==> config.mk <==
export PLATFORM = sky130hd
export DESIGN_NAME = gsa_ram
export DESIGN_NICKNAME = d
export VERILOG_FILES = /design/src/rtl/generalized_suffix_automaton_defines.svh /design/src/rtl/gsa_ram.sv
export SDC_FILE = /design/constraint.sdc
export NUM_CORES = 1
export LEC_CHECK = 0
export ABC_AREA = 0
export BUFFER_PORTS_ARGS = -buffer_cell sky130_fd_sc_hd__buf_2
export CORE_AREA = 2 2 110 112
export CTS_BUF_LIST = sky130_fd_sc_hd__clkbuf_4
export DETAILED_ROUTE_END_ITERATION = 6
export DIE_AREA = 0 0 112 114
export PLACE_DENSITY = 0.65
export SLEW_MARGIN = 5
export SYNTH_ARGS = -nofsm -noshare
export SYNTH_HDL_FRONTEND = slang
export SYNTH_SLANG_ARGS = --single-unit
==> constraint.sdc <==
create_clock -name clk -period 5 [get_ports clk]
set_input_delay 0.5 -clock clk [delete_from_list [all_inputs] [get_ports clk]]
set_output_delay 0.5 -clock clk [all_outputs]
set_load 0.005 [all_outputs]
==> src/rtl/generalized_suffix_automaton_defines.svh <==
// Assertion macros for the generalized suffix automaton.
// Used by the top level; expects a clock named clk and a reset named rst in scope.
`ifndef GENERALIZED_SUFFIX_AUTOMATON_DEFINES_SVH
`define GENERALIZED_SUFFIX_AUTOMATON_DEFINES_SVH

// Same-cycle implication.
`define GSA_ASSERT_NOW(lbl, ante, cons, msg) \
  lbl: assert property (@(posedge clk) disable iff (rst) (ante) |-> (cons)) else $error(msg);

// Next-cycle implication.
`define GSA_ASSERT_NEXT(lbl, ante, cons, msg) \
  lbl: assert property (@(posedge clk) disable iff (rst) (ante) |=> (cons)) else $error(msg);

`endif

==> src/rtl/gsa_ram.sv <==
// Generic simple dual-port RAM: one write port, one read port, registered read.
// No dependencies.
`timescale 1ns / 1ps

module gsa_ram #(
  parameter int WIDTH = 8,
  parameter int DEPTH = 16,
  localparam int AW = $clog2(DEPTH)
) (
  input  logic             clk,
  input  logic             we,
  input  logic [AW-1:0]    waddr,
  input  logic [WIDTH-1:0] wdata,
  input  logic [AW-1:0]    raddr,
  output logic [WIDTH-1:0] rdata
);
  logic [WIDTH-1:0] mem [DEPTH];

  always_ff @(posedge clk) begin
    if (we) begin
      mem[waddr] <= wdata;
    end
    rdata <= mem[raddr];
  end
endmodule
==> summary.md, run 1 <==
| Metric | Value |
|---|---|
| Starting density of the core | a little over two fifths |
| Pin count of the biggest net entering global routing | 33 |
| Clk_skew | roughly 0.022 ns |
| Most frequent cells in the layout | edfxtp_1, buf_2, mux4_2, clkbuf_4, a22oi_1 |
| Layout cells sized above 1 | between 20% and 30% |
| Hold Crit Class | in2reg |
| Slew @ Worst Pin | about 1.0 ns |
| Syn. warnings | 0 |
| # DRC | 0 |
| Setup tns final | 0 ns |
| GR Overflow Total | 0 |
| Insertion delay to the later sink of the worst-skew pair | ~0.52 ns |
| CTS Sinks | between 100 and 150 |
| CTS tree | built |
| CTS max path bufs | 2 |
| Top_reg_cell synth | edfxtp_1 |
| Diode count | 0 |
| Die X | roughly 110 um |
| Worst setup SP type | input port |
| H-tree lvl count | 4 |
| RSZ-0062 raised after global routing | no |
| Num CTS Buffers | 17 |
| Seq/Total Area, Yosys | ~80% |
| Routed length per placed instance | 22.3 um |
| Worst setup EP type | register |
| Lkg Pwr | approximately 1.8 nW |
| Antenna Nets Post-Route | 0 |
| Slew Limit Headroom | between 30% and 40% |
| First-pass GRT wire length | between 10 and 15 mm |
| Status | complete, no violations |
| WP data required | between 5 and 6 ns |
| CTS root buffer | clkbuf_4 |
| Synth Register Bits | roughly 140 |
| Cells after synthesis | 229 |
| Asr flop ratio synth | 0% |
| Final Power | 0.00206 W |
| Layout fillers | 997 |
| Layout area overhead | 10.1% |
| Post-CTS Setup Inserts | 0 |
| Core Footprint | around 12000 um^2 |
| Clk slew on worst S/H paths | roughly 0.12 ns |
| Post-synth EDFFs | approximately 130 |
| Final count of pins violating max slew | 0 |
| CP arrival | between 2 and 2.5 ns |
| Crit path kind | in2reg |
| DR pass1 iterations | 4 |
| HPWL Detailed | 5.88 mm |
| Worst VDD drop | about 0.22 mV |
| Vias in the first global route | 2413 |
| Post-CTS Resized | 0 |
| Final Hold Fails | 0 |
| Most common cell after layout, fill and taps aside | edfxtp_1 |
| Num rows | 40 |
| F_max | 0.518 GHz |
| PortBufs | 25 |
| Fin nets | around 280 |
| Distinct cells, synth | 19 |
| PwrDens | between 300 and 400 nW/um^2 |
| Die height | approximately 110 um |
| Mapped cell area | 5150 um^2 |
| Initial antenna violation count | 0 |
| Routed via count | 2313 |
| Max Cap Viol | 0 |
| Total GRT Usage | between 10% and 20% |
| I/O Pins | 26 |
| Starting DRC count in detailed routing | 189 |
| Post-synthesis area per instance | ~22 um^2 |
| Syn_nets | 247 |
| Total wire length | ~9.5 mm |
| Fin crit share | between 30% and 40% |
| RePlAce Congestion | approximately 0.71 |
| Hold WS | 0.371 ns |
| Hold buffers post-CTS | 0 |
| Vias per cell | roughly 5.4 |
| Crit path time final | 1.93 ns |
| Worst Path Max Fanout | 32 |
| Setup-failing EPs final | 0 |
| Die Area | between 10000 and 15000 um^2 |
==> flip-flops by register name, indices dropped and copies added (netlist names) <==
signal and count:
mem 128, rdata 8
==> cell usage after synthesis, types with 2 or more instances <==
master           number  area [um^2]
a22oi_1              16          120
buf_2                 3         15.0
buf_6                 3         33.8
clkdlybuf4s25_2       3         30.0
dfxtp_1               8          160
edfxtp_1            128         3840
mux4_1               14          368
mux4_2               18          405
nand2_1               9         33.8
nand2b_1              2         12.5
nand3b_1              2         15.0
nor2_1               13         48.8
nor3_1                4         20.0
==> metrics by stage <==
step | area [um^2] | util [%] | instances | worst slack [ns]
finish | 5670 | 48.4 | 426 | 3.07
global route | 5670 | 48.4 | 426 | 2.95
CTS | 5660 | 48.3 | 426 | 2.98
detailed placement | 5390 | 46.0 | 394 | 2.40
global placement | 5390 | 46.0 | 394 | 2.40
floorplan | 5150 | - | 229 | 3.01
==> layer usage <==
layer | track usage, % | vias up | wire (um)
met5 | 0 | - | 0
met4 | 5.61 | 0 | 94
met3 | 6.80 | 6 | 589
met2 | 23.9 | 63 | 4520
met1 | 22.0 | 1199 | 4310
li1 | - | 1045 | -
==> worst max-delay path: stages <==
cell	delay [ns]
buf_2	0.77
mux4_1	0.73
a22oi_1	0.26
nand2_1	0.08
==> path summary, 6_finish.rpt <==
check	from	depth (start not counted)	endpoint	slack [ns]
max	raddr[0]	4	rdata[1]	3.07
min	wdata[4]	1	mem[1][4]	0.37
max reg2reg	mem[5][1]	3	rdata[1]	3.62
min reg2reg	mem[8][1]	3	rdata[1]	0.67
==> power breakdown <==
part	switching, W	total [W]	internal, W
registers	0.00000624	0.00128	0.00127
logic	0.0000683	0.000114	0.0000459
clock network	0.000375	0.000670	0.000295
==> kinds of logic (layout without fill, tap and decap cells) <==
logic type	after synthesis	count (layout)	share of synthesized area (%)
compound gates	16	16	2.33
simple gates	35	35	3.18
mux	32	32	15.0
flops	136	136	77.8
buf+inv	10	60	1.68
==> area by class of cell <==
| cell class | instances | area, um^2 | area share (%) |
|---|---|---|---|
| tap | 147 | 184 | 3.25 |
| clock inverter | 14 | 134 | 2.36 |
| multi-input combinational | 83 | 1060 | 18.7 |
| timing repair buffer | 28 | 148 | 2.61 |
| clock buffer | 18 | 135 | 2.38 |
| sequential | 136 | 4000 | 70.7 |
(Power assumes the default switching activity.)
==> inputs of run 2 (changes only) <==
--- a/config.mk
+++ b/config.mk
@@ -11,7 +11,7 @@
 export CTS_BUF_LIST = sky130_fd_sc_hd__clkbuf_4
 export DETAILED_ROUTE_END_ITERATION = 6
 export DIE_AREA = 0 0 112 114
-export PLACE_DENSITY = 0.65
+export PLACE_DENSITY = 0.67
 export SLEW_MARGIN = 5
 export SYNTH_ARGS = -nofsm -noshare
 export SYNTH_HDL_FRONTEND = slang
==> constraint.sdc (replaced) <==
create_clock -name clk -period 1.6 [get_ports clk]
set_input_delay 0.16 -clock clk [delete_from_list [all_inputs] [get_ports clk]]
set_output_delay 0.16 -clock clk [all_outputs]
set_load 0.005 [all_outputs]
==> run 2 against run 1 <==
Clock-buffer cell count rose by 1. Utilization grew 2.3 points. Clock skew fell by 0.0080 ns. Combinational power grew to 3.4 times the previous value. Largest cell class unchanged. Largest power group unchanged.
==> summary.md, run 2 (synthesis gave the netlist of run 1 again) <==
| Metric | Value |
|---|---|
| Starting DRC count in detailed routing | 129 (-32%) |
| DR pass1 iterations | 4 (unchanged) |
| Setup-failing EPs final | 0 (unchanged) |
| Die height | 114 um (unchanged) |
| First-pass GRT wire length | 14.8 mm (+2.4%) |
| Hold Crit Class | in2reg |
| CTS Sinks | 136 (unchanged) |
| Max Cap Viol | 0 (unchanged) |
| Final count of pins violating max slew | 0 (unchanged) |
| Vias per cell | 5.39 (-0.80%) |
| Most frequent cells in the layout | edfxtp_1, buf_2, buf_4 |
| Crit path kind | reg2reg |
| Clk_skew | 0.0139 ns (-0.00799 ns) |
| Max reg flops | 128 (unchanged) |
| Most common cell after layout, fill and taps aside | edfxtp_1 |
| Initial antenna violation count | 1 (+1) |
| CTS max path bufs | 2 (unchanged) |
| H-tree lvl count | 4 (unchanged) |
| Reg with most FFs | mem |
| Largest registers | mem x128, rdata x8 |
| Routed length per placed instance | 21.1 um (-5.4%) |
| Antenna Nets Post-Route | 0 (unchanged) |
| Lkg Pwr | 2.01 nW (+8.7%) |
| Placed Area | 5600 um^2 (+3.9%) |
| Diode count | 0 (unchanged) |
| Final Power | 0.00660 W (+220%) |
| Layout area overhead | 15.4% |
| HPWL Detailed | 6.39 mm (+8.8%) |
| Final Hold Fails | 0 (unchanged) |
| Core Footprint | 11700 um^2 (unchanged) |
| Pin count of the biggest net entering global routing | 20 (-39%) |
| Crit path time final | 1.40 ns |
| Post-CTS Setup Inserts | 0 (unchanged) |
| Fin nets | 311 (+9.5%) |
| Total GRT Usage | 16.2% (+0.019 points) |
| Worst setup EP type | register |
| Final Cell Area | 5940 um^2 (+4.8%) |
| Worst setup SP type | register |
| RePlAce Congestion | 0.751 (+6.2%) |
| F_max | 0.714 GHz |
| Die X | 112 um (unchanged) |
| Util after Layout | 50.7% (+2.3 points) |
| PwrDens | 1110 nW/um^2 (+210%) |
| Status | complete, no violations |
| CTS tree | built |
| CP arrival | 1.79 ns (-0.57 ns) |
| Layout cells sized above 1 | 33.3% (+5.4 points) |
| Setup tns final | 0 ns (unchanged) |
| WP data required | 1.99 ns (-3.44 ns) |
| RSZ-0062 raised after global routing | no |
| GR Overflow Total | 0 (unchanged) |
| I/O Pins | 26 (unchanged) |
| Slew Limit Headroom | 48.5% (+18 points) |
| Routed via count | 2440 (+5.5%) |
| Die Area | 12800 um^2 (unchanged) |
| Num rows | 40 (unchanged) |
| Hold WS | 0.0442 ns (-0.327 ns) |
| # DRC | 0 (unchanged) |
| PortBufs | 25 (unchanged) |
| Fin crit share | between 80% and 90% |
| Insertion delay to the later sink of the worst-skew pair | 0.50 ns (-0.02 ns) |
| Worst Path Max Fanout | 1 (-97%) |
| Total wire length | 9.58 mm (+0.61%) |
| Starting density of the core | 44.0% (unchanged) |
| Worst VDD drop | 0.537 mV (+140%) |
| Slew @ Worst Pin | 0.771 ns (-0.266 ns) |
| Num CTS Buffers | 17 (unchanged) |
| CTS root buffer | clkbuf_4 |
| Vias in the first global route | 2511 (+4.1%) |
| Clk slew on worst S/H paths | 0.12 ns (about the same) |
==> run 2: cell types whose count changed in the layout (fill, tap and decap cells not counted), sizes merged <==
cell         change
buf             +22
dlygate4sd3      +5
clkinv           -3
inv              +3
clkbuf           +1
clkinvlp         -1
==> run 2: final timing paths <==
kind / from / to / slack, ns / cells past startpoint
hold / removal: wdata[5] / mem[6][5] / 0.04 / 1
setup / recovery: mem[1][5] / rdata[5] / 0.20 / 3
hold reg to reg: mem[8][1] / rdata[1] / 0.70 / 3
setup reg to reg: mem[1][5] / rdata[5] / 0.20 / 3
==> run 2: through the flow <==
step | setup slack, ns | instances
after floorplan | 0.174 | 229
after global placement | 0.0473 | 416
after detailed placement | 0.0168 | 416
after CTS | 0.165 | 453
after global routing | 0.115 | 453
final | 0.198 | 453
==> run 2: power by group <==
part / total (W) / internal, W / switching (W)
Combinational: 0.000387 / 0.000180 / 0.000208
Sequential: 0.00400 / 0.00398 / 0.0000255
Clock: 0.00221 / 0.000979 / 0.00123
Total: 0.00660 / 0.00513 / 0.00146
==> run 2: what timing repair did <==
action,in CTS,in global routing
resized for setup,0,0
hold buffers,5,0
endpoints found under the hold margin,42,0
==> run 2: final cells by class <==
| cell class | count | area [um^2] |
|---|---|---|
| fill | 973 | 5770 |
| clock buffer | 19 | 143 |
| timing repair buffer | 55 | 400 |
| multi-input combinational | 83 | 1060 |
| tap | 147 | 184 |
| sequential | 136 | 4000 |
| clock inverter | 13 | 148 |
==> run 2: routing by layer <==
metal	vias to the layer above	share of wire [%]	GRT usage (%)
met4	0	1.2	4.63
li1	1102	-	-
met3	11	3.8	4.36
met5	-	0	0
met1	1275	45	22.2
met2	52	50	26.2
==> run 2: critical path, stage by stage, from the launching register on <==
cell	delay [ns]
edfxtp_1	0.37
mux4_1	0.50
a22oi_1	0.30
nand2_1	0.12
==> inputs of run 3 (changes only) <==
--- a/config.mk
+++ b/config.mk
@@ -12,6 +12,7 @@
 export DETAILED_ROUTE_END_ITERATION = 6
 export DIE_AREA = 0 0 112 114
 export PLACE_DENSITY = 0.67
+export RECOVER_POWER = 100
 export SLEW_MARGIN = 5
 export SYNTH_ARGS = -nofsm -noshare
 export SYNTH_HDL_FRONTEND = slang
==> run 3 against run 2 <==
Fmax up 0.29%. Cell count unchanged. Worst setup slack better by 0.0041 ns. Largest cell class unchanged. Clock-buffer cell count unchanged. First-iteration DRC count down 19%. Sequential power about the same. Combinational power down 4%. Sequential cell count unchanged. Critical endpoint unchanged. Die area unchanged. Via count up 0.53%. Worst hold slack better by 0.13 ns. Largest power group unchanged. Global-route usage unchanged.
==> summary.md, run 3 (synthesis gave the netlist of run 1 again) <==
| Metric | Value |
|---|---|
| Layout fillers | 1005 (+3.3%) |
| DR pass1 iterations | 4 (unchanged) |
| Starting DRC count in detailed routing | 104 (-19%) |
| Worst Path Max Fanout | 1 (unchanged) |
| Vias in the first global route | 2511 (unchanged) |
| Post-CTS Setup Inserts | 0 (unchanged) |
| WP data required | 1.99 ns (about the same) |
| Clk_skew | 0.0169 ns (+0.00298 ns) |
| Reg with most FFs | mem |
| Post-Layout Cell Count | 453 (unchanged) |
| Pin count of the biggest net entering global routing | 20 (unchanged) |
| RePlAce Congestion | 0.751 (unchanged) |
| Worst VDD drop | 0.542 mV (+0.78%) |
| Slew @ Worst Pin | 0.754 ns (-0.0174 ns) |
| Die X | 112 um (unchanged) |
| Die Area | 12800 um^2 (unchanged) |
| Lkg Pwr | 1.89 nW (-5.9%) |
| PortBufs | 25 (unchanged) |
| Reg2reg setup slack | 0.20 ns (about the same) |
| Worst setup EP type | register |
| GR Overflow Total | 0 (unchanged) |
| CTS Sinks | 136 (unchanged) |
| R2r startpoint | mem[1][5] |
| Largest registers | mem x128, rdata x8 |
| Hold Path Sink | rdata[6] |
| Vias per cell | 5.42 (+0.53%) |
| Post-CTS Resized | 0 (unchanged) |
| Crit path time final | 1.40 ns (-0.00411 ns) |
| Layout cells sized above 1 | 22.2% (-11 points) |
| Crit path kind | reg2reg |
| Max Cap Viol | 0 (unchanged) |
| Diode count | 0 (unchanged) |
| CTS root buffer | clkbuf_4 |
| Post-Place Cells | 416 (unchanged) |
| Hold buffers post-CTS | 5 (unchanged) |
| Status | complete, no violations |
| Initial antenna violation count | 0 (-1) |
| Total wire length | 9.57 mm (about the same) |
| Hold Path Depth | 4 (+3) |
| Num CTS Buffers | 17 (unchanged) |
| Die height | 114 um (unchanged) |
| Hold Crit Class | in2reg |
| I/O Pins | 26 (unchanged) |
| Core Footprint | 11700 um^2 (unchanged) |
| Final Hold Fails | 0 (unchanged) |
| Starting density of the core | 44.0% (unchanged) |
| CTS max path bufs | 2 (unchanged) |
| Num rows | 40 (unchanged) |
| Routed length per placed instance | 21.1 um (about the same) |
| Most common cell after layout, fill and taps aside | edfxtp_1 |
| H-tree lvl count | 4 (unchanged) |
| Max reg flops | 128 (unchanged) |
| Insertion delay to the later sink of the worst-skew pair | 0.51 ns (about the same) |
| Worst setup SP type | register |
| HPWL Detailed | 6.39 mm (unchanged) |
| Slew Limit Headroom | 49.6% (+1.2 points) |
| Layout area overhead | 13.7% |
| # DRC | 0 (unchanged) |
| Setup tns final | 0 ns (unchanged) |
| F_max | 0.716 GHz (+0.29%) |
| CP arrival | 1.79 ns (about the same) |
| Final count of pins violating max slew | 0 (unchanged) |
| HP Start | raddr[3] |
| Number of cells on the worst reg-to-reg path | 3 (unchanged) |
| Antenna Nets Post-Route | 0 (unchanged) |
| Routed via count | 2453 (+0.53%) |
| Total GRT Usage | 16.2% (unchanged) |
| Clk slew on worst S/H paths | 0.12 ns (about the same) |
| PwrDens | 1120 nW/um^2 (+1.3%) |
| First-pass GRT wire length | 14.8 mm (unchanged) |
| Setup-failing EPs final | 0 (unchanged) |
| Fin nets | 311 (unchanged) |
| RSZ-0062 raised after global routing | no |
| Most frequent cells in the layout | edfxtp_1, clkbuf_1, clkbuf_4 |
| Fin crit share | 87.3% (-0.26 points) |
| CTS tree | built |
| Reg2reg end | rdata[5] |
[run 3: cell types whose count changed in the layout (fill, tap and decap cells not counted)]
cell	previous run	this run
nor3_1	3	4
nor3_2	1	0
clkbuf_1	0	33
buf_2	25	9
buf_4	22	5
[run 3: power by group]
| group | switching, W | total, W | leakage, nW | internal, W |
|---|---|---|---|---|
| Combinational | 0.000207 | 0.000373 | 0.518 | 0.000166 |
| Sequential | 0.0000261 | 0.00400 | 1.22 | 0.00398 |
| Clock | 0.00122 | 0.00220 | 0.146 | 0.000979 |
[run 3: worst max-delay path by stage]
| stage | startpoint | end | slack (ns) | depth (start not counted) |
|---|---|---|---|---|
| 2_1_floorplan | waddr[2] | mem[3][0] | 0.17 | 2 |
| 3_3_place_gp | raddr[0] | rdata[7] | 0.05 | 6 |
| 3_5_place_dp | raddr[0] | rdata[5] | 0.02 | 5 |
| 4_1_cts | mem[1][5] | rdata[5] | 0.16 | 3 |
| 5_1_grt | mem[1][5] | rdata[5] | 0.11 | 3 |
| 6_report | mem[1][5] | rdata[5] | 0.20 | 3 |
[run 3: final cells by class]
cell class / count / area (um^2) / share of cell area, %
clock inverter: 13 / 148 / 2.52
sequential: 136 / 4000 / 68.4
clock buffer: 19 / 143 / 2.44
multi-input combinational: 83 / 1060 / 18.1
tap: 147 / 184 / 3.14
timing repair buffer: 55 / 317 / 5.41
[run 3: metrics by stage]
step | hold WS (ns) | setup WS, ns | utilization, % | total power [W] | cell area [um^2]
after floorplan | 0.259 | 0.174 | - | 0.00428 | 5150
after global placement | 0.549 | 0.0473 | 47.8 | 0.00446 | 5600
after detailed placement | 0.560 | 0.0168 | 47.8 | 0.00447 | 5600
after CTS | 0.000367 | 0.165 | 50.7 | 0.00667 | 5940
after global routing | 0.168 | 0.115 | 50.0 | 0.00682 | 5850
final | 0.176 | 0.203 | 50.0 | 0.00658 | 5850
[run 3: worst max-delay path: stages, from the launching register on]
cell and delay, ns:
edfxtp_1 0.37, mux4_1 0.50, a22oi_1 0.30, nand2_1 0.12
[run 3: layer usage]
layer  up-vias  share of wire, %  GRT usage (%)
li1       1105                 -              -
met1      1275                43           22.2
met2        62                50           26.2
met3        11               5.3           4.36
met4         0               1.2           4.63
met5         -                 0              0
